$ cat src/hdl/pao_pkg.sv
`default_nettype none
package pao_pkg;
   localparam int FRAC_BITS_DEF = 13;
   localparam int CORDIC_STAGES_DEF = 16;
   localparam int ATAN_COUNT = 28;

   localparam logic [2:0] CSR_COEF_A = 3'd0;
   localparam logic [2:0] CSR_COEF_B = 3'd1;
   localparam logic [2:0] CSR_COEF_C = 3'd2;
   localparam logic [2:0] CSR_COEF_D = 3'd3;
   localparam logic [2:0] CSR_WIDTH  = 3'd4;
   localparam logic [2:0] CSR_HEIGHT = 3'd5;

   // angle datapath width: holds the scaled angle products
   localparam int AW = 48;
   localparam logic signed [AW-1:0] Q30_PI      = 48'sd3373259426;
   localparam logic signed [AW-1:0] Q30_TWO_PI  = 48'sd6746518852;
   localparam logic signed [AW-1:0] Q30_HALF_PI = 48'sd1686629713;
   localparam logic signed [AW-1:0] CORDIC_GAIN = 48'sd652032874;

   typedef enum logic [3:0] {
      ST_IDLE, ST_MUL, ST_SCALE, ST_REDUCE, ST_FOLD, ST_ROT, ST_STORE,
      ST_SUM, ST_PIX, ST_DIV, ST_DONE
   } state_type;

   function automatic logic signed [AW-1:0] atan_q30(input logic [4:0] i);
      case (i)
         5'd0: return 48'sd843314856;
         5'd1: return 48'sd497837829;
         5'd2: return 48'sd263043836;
         5'd3: return 48'sd133525158;
         5'd4: return 48'sd67021686;
         5'd5: return 48'sd33543515;
         5'd6: return 48'sd16775850;
         5'd7: return 48'sd8388437;
         5'd8: return 48'sd4194282;
         5'd9: return 48'sd2097149;
         5'd10: return 48'sd1048575;
         5'd11: return 48'sd524287;
         5'd12: return 48'sd262143;
         5'd13: return 48'sd131071;
         5'd14: return 48'sd65535;
         5'd15: return 48'sd32767;
         5'd16: return 48'sd16383;
         5'd17: return 48'sd8191;
         5'd18: return 48'sd4095;
         5'd19: return 48'sd2047;
         5'd20: return 48'sd1023;
         5'd21: return 48'sd511;
         5'd22: return 48'sd255;
         5'd23: return 48'sd127;
         5'd24: return 48'sd63;
         5'd25: return 48'sd31;
         5'd26: return 48'sd15;
         5'd27: return 48'sd7;
         default: return 48'sd0;
      endcase
   endfunction
endpackage
`default_nettype wire

$ cat src/hdl/pao_cordic.sv
`default_nettype none
// Rotation CORDIC, one micro-rotation per cycle while busy, reusing the same add/sub logic.
module pao_cordic #(
   parameter int CORDIC_STAGES = pao_pkg::CORDIC_STAGES_DEF
) (
   input  wire logic                            clock,
   input  wire logic                            reset,
   input  wire logic                            start,
   input  wire logic signed [pao_pkg::AW-1:0]   angle,
   output logic                                 done,
   output logic signed [pao_pkg::AW-1:0]        sin_out,
   output logic signed [pao_pkg::AW-1:0]        cos_out
);
   import pao_pkg::*;
   localparam int NST = (CORDIC_STAGES < ATAN_COUNT) ? CORDIC_STAGES : ATAN_COUNT;

   logic signed [AW-1:0] x_ff, x_in, y_ff, y_in, z_ff, z_in;
   logic [4:0] i_ff, i_in;
   logic busy_ff, busy_in;

   always_comb begin
      x_in = x_ff; y_in = y_ff; z_in = z_ff; i_in = i_ff; busy_in = busy_ff;
      done = 1'b0;
      if (start) begin
         x_in = CORDIC_GAIN; y_in = '0; z_in = angle; i_in = '0; busy_in = 1'b1;
      end else if (busy_ff) begin
         if (!z_ff[AW-1]) begin
            x_in = x_ff - (y_ff >>> i_ff);
            y_in = y_ff + (x_ff >>> i_ff);
            z_in = z_ff - atan_q30(i_ff);
         end else begin
            x_in = x_ff + (y_ff >>> i_ff);
            y_in = y_ff - (x_ff >>> i_ff);
            z_in = z_ff + atan_q30(i_ff);
         end
         i_in = i_ff + 5'd1;
         if (i_ff == 5'(NST - 1)) begin
            busy_in = 1'b0;
            done = 1'b1;
         end
      end
   end

   assign sin_out = y_in;
   assign cos_out = x_in;

   always_ff @(posedge clock) begin
      if (reset) busy_ff <= 1'b0;
      else busy_ff <= busy_in;
      x_ff <= x_in; y_ff <= y_in; z_ff <= z_in; i_ff <= i_in;
   end
endmodule
`default_nettype wire

$ cat config.mk
export PLATFORM = sky130hd
export DESIGN_NAME = pao_cordic
export DESIGN_NICKNAME = d
export VERILOG_FILES = /design/src/hdl/pao_pkg.sv /design/src/hdl/pao_cordic.sv
export SDC_FILE = /design/constraint.sdc
export NUM_CORES = 1
export LEC_CHECK = 0
export BUFFER_PORTS_ARGS = -buffer_cell sky130_fd_sc_hd__clkbuf_2
export CAP_MARGIN = 20
export CORE_ASPECT_RATIO = 1.2
export CORE_UTILIZATION = 45
export DETAILED_ROUTE_END_ITERATION = 12
export PLACE_DENSITY = 0.7
export SETUP_SLACK_MARGIN = 0.2
export SYNTH_ARGS = -nofsm -noshare
export SYNTH_HDL_FRONTEND = slang
export SYNTH_SLANG_ARGS = --single-unit
$ cat constraint.sdc
create_clock -name clock -period 14.6 [get_ports clock]
set_input_delay 1.46 -clock clock [delete_from_list [all_inputs] [get_ports clock]]
set_output_delay 1.46 -clock clock [all_outputs]
set_load 0.1 [all_outputs]
# Word-level counts from Yosys, hierarchy flattened
# Memories as Yosys holds them, arrays and structs flattened. A register that Yosys moved wholly into a read port is not among the register bits.
# Cells that the tools add are included.
# word_totals
inputBits	51
ff_bits	150
romBits	1920
word_cells	43
memories	2
out_inout_bits	97
# classes
n_shift	2
mux	25
eq_ne	1
addsub	7
reduce_logical	1
# mem_list
name	depth	word_bits	rd	rd_clocked_by_memory_dff	write_ports	line	rtl
(name not given)	32	30	1	1	0	pao_pkg.sv:27	case (i)
(name not given)	32	30	1	1	0	pao_pkg.sv:27	
# op_table
cell	count
$mux 48	15
$add 48x48->48	3
$sub 48x48->48	3
$sshr 48x5->48	2
$mux 5	4
$mux 1	6
$add 5x1->5 const B	1
$eq 5x4->1 const B	1
$reduce_bool 2->1	1

# Longest topological paths before layout
# Gate-level depths: netlist of run 1.
# logic_depth
word_depth	7
depth_mapped	30
mapped_depth_nobuf	25

# Worst setup path after synthesis of run 1
# No wires, ideal clock.
# synth_path
path_kind	register to output
startpoint	register i_ff[2]
endpoint	output cos_out[46] in the netlist's numbering
t_arrival_ns	7.714
n_path_buf	3
stages_incl_launch_ff	28
t_required_ns	13.140
slack_ns	5.426
cell_sequence	dfxtp_1 -> buf_6 -> buf_6 -> clkbuf_1 -> mux2i_1 -> nor3_1 -> a211o_1 -> a221o_1 -> nor4_4 -> o2111a_2 -> nand3_4 -> nor3_1 -> and2_1 -> nor2_1 -> xor2_1 -> ha_1 -> a21oi_1 -> o21ai_0 -> a311o_1 -> a21o_1 -> a21oi_1 -> nor2_1 -> a211oi_1 -> o21ai_0 -> a211oi_1 -> o21bai_1 -> xnor2_1 -> o21ai_0
# synth_between
elab_chain_len	5
word_cells_on_any_way	6
classes_between	add/sub (2); shift (1); mux (3)
# synth_lines
item	line	rtl
start: declaration	pao_cordic.sv:18	logic [4:0] i_ff, i_in;
start signal: assignment	pao_cordic.sv:50	x_ff <= x_in; y_ff <= y_in; z_ff <= z_in; i_ff <= i_in;
$sshr 48x5->48 *	pao_cordic.sv:28, pao_cordic.sv:32	
$sub 48x48->48 or $add 48x48->48 (tied branches)	pao_cordic.sv:28, pao_cordic.sv:32	
$mux 48 *	pao_cordic.sv:27	if (!z_ff[AW-1]) begin
$mux 48 *	pao_cordic.sv:26	end else if (busy_ff) begin
$mux 48 *	pao_cordic.sv:24	if (start) begin
end: declaration	pao_cordic.sv:12	output logic signed [pao_pkg::AW-1:0] cos_out
# Mark *: on every way between the ends. The rest lies on a longest branch, timed or not.

# Worst setup path in the final report of run 1
# layout_path
startpoint	register i_ff[1]
endpoint	output sin_out[44] in the netlist's numbering
# layout_between
elab_chain_len	5
word_cells_on_any_way	6
classes_between	add/sub (2); shift (1); mux (3)
# layout_lines
item	line	rtl
$sshr 48x5->48 *	pao_cordic.sv:29, pao_cordic.sv:33	
$add 48x48->48 or $sub 48x48->48 (tied branches)	pao_cordic.sv:29, pao_cordic.sv:33	
$mux 48 *	pao_cordic.sv:27	
$mux 48 *	pao_cordic.sv:26	
$mux 48 *	pao_cordic.sv:24	
end: declaration	pao_cordic.sv:11	output logic signed [pao_pkg::AW-1:0] sin_out,
# Marked as above.

==> impl_metrics.toml, run 1 <==
[status]
status = "completed"

[sta]
fmax_ghz = 0.0923
slew_headroom = 0.157
slew_violations = 0
rsz0062_at_grt = "false"
hold_violations = 0
finalSetupTns_ps = 0
min_period_ps = 10840
skew_ps = 16.9
setup_violations = 0
fin_crit_sh = 0.742
tightest_slew_ps = 1250

[route]
routed_via_density = 6.38
remaining_drc_errors = 0
dr.max_layer_used = "met5"
drt_iter0_drc = 2633
postRouteWirelength_um = 83500
vias = 23700
wl_met1_um = 32100
ant_nets = 0
wl_met3_um = 7300
dr.pass1.iters = 8
dr_wl_met2_um = 39600
detail_route.wl_per_cell_um = 22.5

[place]
globalplace.congestion = 1.06
dp_hpwl_um = 62800
port_buffers = 147

[clocking]
insertion_delay_ps = 520
post_cts_buffers = 0
clkTransAtPathRegs_ps = 90
cts_resized = 0
htree_num_levels = 4
numClockSinks = 180
clock_path_buffers = 2
cts_tree = "yes"
cts_made_buffers = 17
clockRootBuffer = "clkbuf_16"
ctsHoldBuffers = 0

[floorplan]
start_util = 0.456
io_pins = 148
fp.dieW_um = 215
die_h_um = 258
coreArea_um2 = 53800
num_rows = 93
die_area_um2 = 55500

[layout]
layout-drive-gt1-share = 0.147
fillCellCount = 5376
syn_to_final_growth_pct = 6.27
fin_nets = 3205

[hold_path]
hold_class = "reg2reg"
hold_path.startpoint = "busy_ff"

[setup_path]
reg2reg_from = "i_ff[1]"
cp_common_cell = "a21oi_1"
cp-startpoint = "i_ff[1]"
critPathKind = "reg2out"
crit_path_end_kind = "primary output"
cp_cell_sequence = "buf_4, mux4_2, mux2_2, a221oi_1, and4b_1, nor2b_1, and2_1, a21oi_1, xnor2_1, ha_1, and3_1, a221o_1, a21oi_1, o21ai_0, o31ai_1, a21oi_1, a221oi_1, nand2_1, a31oi_1, o41ai_1, xnor2_1, o21ai_0, clkbuf_2"
worstPathArrival_ps = 9380
cpMaxStageDelayCell = "dfxtp_4"
slowest_delay_ps = 970
cp_data_required_time_ps = 13140
crit_fanout = 64
start_kind = "flop"

[logic_synthesis]
syn-instance-count = 2971
synth_seq_cells = 180
yosysSeqAreaShare = 0.166
synth_cell_types = 102
ys_async_sr_fraction = 0
syn_avg_cell_area_um2 = 8.26
synth_ff_type = "dfxtp_1"
syn_area_um2 = 24500
yosys_warnings = 0
synth_edf_count = 48
synthesis.nets = 3190

[grt]
grt_pass1_vias = 22800
grt_max_degree = 82
grt_pass1_wl_um = 129000
antenna_found_initial = 3
grt_overflow = 0
track_usage = 0.294

[job]
max_cap_viol_count = 0
## kinds of logic after synthesis
family	Yosys count	synth area share
XOR/XNOR	240	0.0863
AND/OR/NAND/NOR	920	0.175
adder cells (fa/ha/maj)	168	0.0866
buffers and inverters	249	0.0498
multiplexers	324	0.202
flip-flops	180	0.166
AO/OA/AOI/OAI	890	0.234
## worst max-delay path, delay by kind of cell (launching register included)
kind | cells | cell delay (ps)
AO/OA/AOI/OAI | 11 | 3830
multiplexers | 2 | 950
flip-flops | 1 | 970
adder cells (fa/ha/maj) | 1 | 320
XOR/XNOR | 2 | 310
AND/OR/NAND/NOR | 5 | 1110
buffers and inverters | 2 | 1300
## layout make-up
type                       instances  area, µm²  area share
tap                              712        891      0.0342
antenna                            2       5.00    0.000192
clock inverter                    15        189     0.00725
timing repair buffer             179        978      0.0375
inverter                          66        248     0.00950
multi-input combinational       2542      19200       0.738
sequential                       180       4100       0.157
clock buffer                      17        425      0.0163
## per-stage QoR
stage,std cells,hold slack (ps),worst slack [ps],cell area [µm²],utilization
floorplan,2971,650,5430,24500,-
global placement,3679,511,4450,25500,0.473
detailed placement,3679,532,4360,25500,0.473
CTS,3711,546,3780,26100,0.485
global route,3711,594,3160,26100,0.485
finish,3713,544,3760,26100,0.485
## cell usage after synthesis (18+ instances only)
cell type  count  share of area
mux2_2        46          0.021
o211ai_1      18         0.0055
mux4_2       123           0.11
dfxtp_1      132           0.11
and2_1        45          0.011
a21o_1       105          0.032
nand4_1       20         0.0051
o21bai_1      20         0.0061
mux2i_1      146          0.060
nand3_1       55          0.011
edfxtp_1      48          0.059
xnor2_1      127          0.045
a211oi_1      33          0.010
xor2_1       111          0.040
clkbuf_1      99          0.015
a31oi_1       49          0.012
inv_1         61         0.0093
nand2b_1      31         0.0079
a21oi_1      271          0.055
o21ai_0      180          0.037
buf_2         30         0.0061
buf_1         20         0.0031
ha_1         165          0.084
nand2_1      301          0.046
o21a_1        27         0.0083
and3_1        38         0.0097
nor2_1       280          0.043
nor3_1        42         0.0086
nor2b_1       38         0.0097
o31ai_1       21         0.0064
## worst paths after layout
path                       to  slack [ps]  cells past startpoint
setup / recovery  sin_out[44]        3760                     23
hold / removal        busy_ff         540                      2
setup reg to reg     y_ff[46]        6000                     22
hold reg to reg       busy_ff         540                      2
## layout by cell type, fill, tap and decap left out, types with 17 or more instances in the layout
| cell type | Yosys | final |
|---|---|---|
| nand2_1 | 301 | 301 |
| nor2_1 | 280 | 279 |
| a21oi_1 | 271 | 271 |
| o21ai_0 | 180 | 180 |
| ha_1 | 165 | 165 |
| mux2i_1 | 146 | 146 |
| clkbuf_2 | 0 | 146 |
| xnor2_1 | 127 | 127 |
| dfxtp_1 | 132 | 126 |
| mux4_2 | 123 | 123 |
| xor2_1 | 111 | 111 |
| a21o_1 | 105 | 105 |
| inv_1 | 61 | 60 |
| nand3_1 | 55 | 55 |
| a31oi_1 | 49 | 49 |
| edfxtp_1 | 48 | 48 |
| mux2_2 | 46 | 46 |
| and2_1 | 45 | 45 |
| nor3_1 | 42 | 42 |
| nor2b_1 | 38 | 38 |
| and3_1 | 38 | 38 |
| a211oi_1 | 33 | 33 |
| buf_4 | 13 | 33 |
| nand2b_1 | 31 | 31 |
| o21a_1 | 27 | 27 |
| o31ai_1 | 21 | 21 |
| nand4_1 | 20 | 20 |
| o21bai_1 | 20 | 20 |
| o211ai_1 | 18 | 18 |
| clkbuf_16 | 0 | 17 |
## metal layers
metal,up-vias,global-route usage
met4,2,0.161
met5,-,0
li1,11100,-
met2,1150,0.494
met1,11200,0.345
met3,254,0.0698
Power of run 1 is left out: the tool's default activity adds up to more than one toggle a clock period on the data nets, which glitch-free logic cannot reach.
==> run 2, diff against run 1 <==
--- a/config.mk
+++ b/config.mk
@@ -5,12 +5,13 @@
 export SDC_FILE = /design/constraint.sdc
 export NUM_CORES = 1
 export LEC_CHECK = 0
+export ABC_AREA = 1
 export BUFFER_PORTS_ARGS = -buffer_cell sky130_fd_sc_hd__clkbuf_2
 export CAP_MARGIN = 20
 export CORE_ASPECT_RATIO = 1.2
 export CORE_UTILIZATION = 45
 export DETAILED_ROUTE_END_ITERATION = 12
-export PLACE_DENSITY = 0.7
+export PLACE_DENSITY = 0.72
 export SETUP_SLACK_MARGIN = 0.2
 export SYNTH_ARGS = -nofsm -noshare
 export SYNTH_HDL_FRONTEND = slang
==> constraint.sdc (replaced) <==
create_clock -name clock -period 8.7 [get_ports clock]
set_input_delay 0.87 -clock clock [delete_from_list [all_inputs] [get_ports clock]]
set_output_delay 0.87 -clock clock [all_outputs]
set_load 0.1 [all_outputs]
==> impl_metrics.toml, run 2 <==
[clocking]
clkTransAtPathRegs_ps = 80
ctsHoldBuffers = 0
clockRootBuffer = "clkbuf_16"
cts_tree = "yes"
insertion_delay_ps = 530
numClockSinks = 180
cts_made_buffers = 17
htree_num_levels = 4
clock_path_buffers = 2

[logic_synthesis]
synth_ff_type = "dfxtp_1"
ys_async_sr_fraction = 0
yosys_warnings = 0
syn_avg_cell_area_um2 = 5.75
syn-instance-count = 4255
synth.most_common_cell = "nand2_1"
synth.area.top_cells = "nand2_1 19%, nand3_1 13%, dfxtp_1 11%"
yosysTopAreaCellShare = 0.186
ys_top_cells_by_count = "1212 x nand2_1, 651 x nand3_1, 448 x inv_1, 334 x nor2_1, 304 x a21oi_1"
syn_area_um2 = 24500
synthesis.nets = 4474
synth_edf_count = 48
synth_seq_cells = 180
synth_cell_types = 59
yosys.area.top_type = "nand2_1"
yosysSeqAreaShare = 0.167

[sta]
hold_violations = 0
slew_violations = 0
setup_slack_ps = 739
setup_violations = 0
fmax_ghz = 0.126
skew_ps = 19.6
rsz0062_at_grt = "false"
finalSetupTns_ps = 0
min_period_ps = 7960
fin_crit_sh = 0.915
tightest_slew_ps = 1090
slew_headroom = 0.274

[layout]
layout_commonest_cell = "nand2_1"
fin_util = 0.490
multi_input_area_um2 = 17900
fin_cells = 5023
fin_nets = 4517
fillCellCount = 5880
final_cell_mix = "1212 x nand2_1, 651 x nand3_1, 447 x inv_1"
layout-drive-gt1-share = 0.0786
syn_to_final_growth_pct = 7.50
seq_area_um2 = 4090
diodes = 0

[grt]
antenna_found_initial = 0
grt_max_degree = 94
grt_pass1_vias = 27000
grt_pass1_wl_um = 149000
track_usage = 0.345
grt_overflow = 0

[route]
vias = 29000
postRouteWirelength_um = 97800
dr.pass1.iters = 7
ant_nets = 0
routed_via_density = 5.78
drt_iter0_drc = 3150
detail_route.wl_per_cell_um = 19.5
remaining_drc_errors = 0

[power_and_ir_drop]
combPwrFrac = 0.805
seq_power_share = 0.126
clkPwrFrac = 0.070
peakVddDrop_mv = 0.398
swShare = 0.641
p_per_area_nw_per_um2 = 465
cell_internal_pwr_mw = 4.40
p_switching_mw = 7.84
leakage_nw = 13.4
power_mw = 12.2

[floorplan]
die_h_um = 257
num_rows = 93
io_pins = 148
die_area_um2 = 55300
start_util = 0.456
fp.dieW_um = 215
coreArea_um2 = 53600

[place]
port_buffers = 147
post-place-ws_ps = 1060
dp_hpwl_um = 78400
place_inst = 4989
globalplace.congestion = 1.06

[job]
max_cap_viol_count = 0

[setup_path]
crit_family = "compound AO/OA/AOI/OAI gates"
r2r_slack_ps = 2540
cp_data_required_time_ps = 7830
slowest_delay_ps = 640
start_kind = "flop"
reg2reg_depth = 27
worst-path-buf-inv = 5
critPathKind = "reg2out"
reg2reg_from = "i_ff[1]"
rr_endpoint = "y_ff[41]"
crit_fanout = 47
critical_path_depth = 28
worstPathArrival_ps = 7090
cpMaxStageDelayCell = "inv_2"
crit_path_end_kind = "primary output"

[hold_path]
hold_path.startpoint = "reset"
whs_path_depth = 2
holdPathEnd = "busy_ff"
hold_class = "in2reg"

[status]
status = "completed"
==> run 2: metal layers <==
metal	global-route usage	wire, µm	vias to the layer above
met1	0.422	40100	13200
met3	0.0509	6700	268
met2	0.573	45100	1239
met4	0.203	5840	0
met5	0	0	-
li1	-	-	14300
==> run 2: power groups by stage <==
stage | logic [mW] | registers [mW] | clock network (mW)
finish | 9.85 | 1.54 | 0.853
global route | 10.8 | 1.56 | 0.895
CTS | 9.66 | 1.52 | 0.869
detailed placement | 9.61 | 1.53 | 0
global placement | 9.61 | 1.54 | 0
floorplan | 7.35 | 1.35 | 0
==> run 2: kinds of logic after synthesis <==
logic type / count (synthesis) / share of synthesized area
buffers and inverters: 637 / 0.104
adder cells (fa/ha/maj): 168 / 0.0868
AND/OR/NAND/NOR: 2375 / 0.417
flip-flops: 180 / 0.167
XOR/XNOR: 159 / 0.0569
AO/OA/AOI/OAI: 736 / 0.169
==> run 2: what timing repair did <==
item | 4_1_cts | 5_1_grt
endpoints found under the setup margin | 0 | 1
setup buffers | 0 | 1
resized for setup | 0 | 2
==> run 2: worst max-delay path by stage <==
| stage | startpoint | endpoint |
|---|---|---|
| floorplan | i_ff[0] | cos_out[33] |
| global placement | i_ff[0] | cos_out[41] |
| detailed placement | i_ff[0] | cos_out[41] |
| CTS | i_ff[0] | cos_out[41] |
| global route | i_ff[0] | cos_out[41] |
| finish | i_ff[1] | sin_out[41] |
==> run 2: cell type report <==
class | instances | share of cell area
Sequential cell | 180 | 0.156
Timing Repair Buffer | 184 | 0.0402
Inverter | 477 | 0.0681
Clock buffer | 18 | 0.0171
Tap cell | 712 | 0.0339
Multi-Input combinational cell | 3438 | 0.679
Clock inverter | 14 | 0.00580
==> run 2: per-stage QoR <==
step                hold WS, ps  cell area (µm²)
finish                      560            26300
global route                545            26300
CTS                         533            26300
detailed placement          559            25700
global placement            559            25700
floorplan                   604            24500
Note: power is estimated with default switching activity, not from simulation.
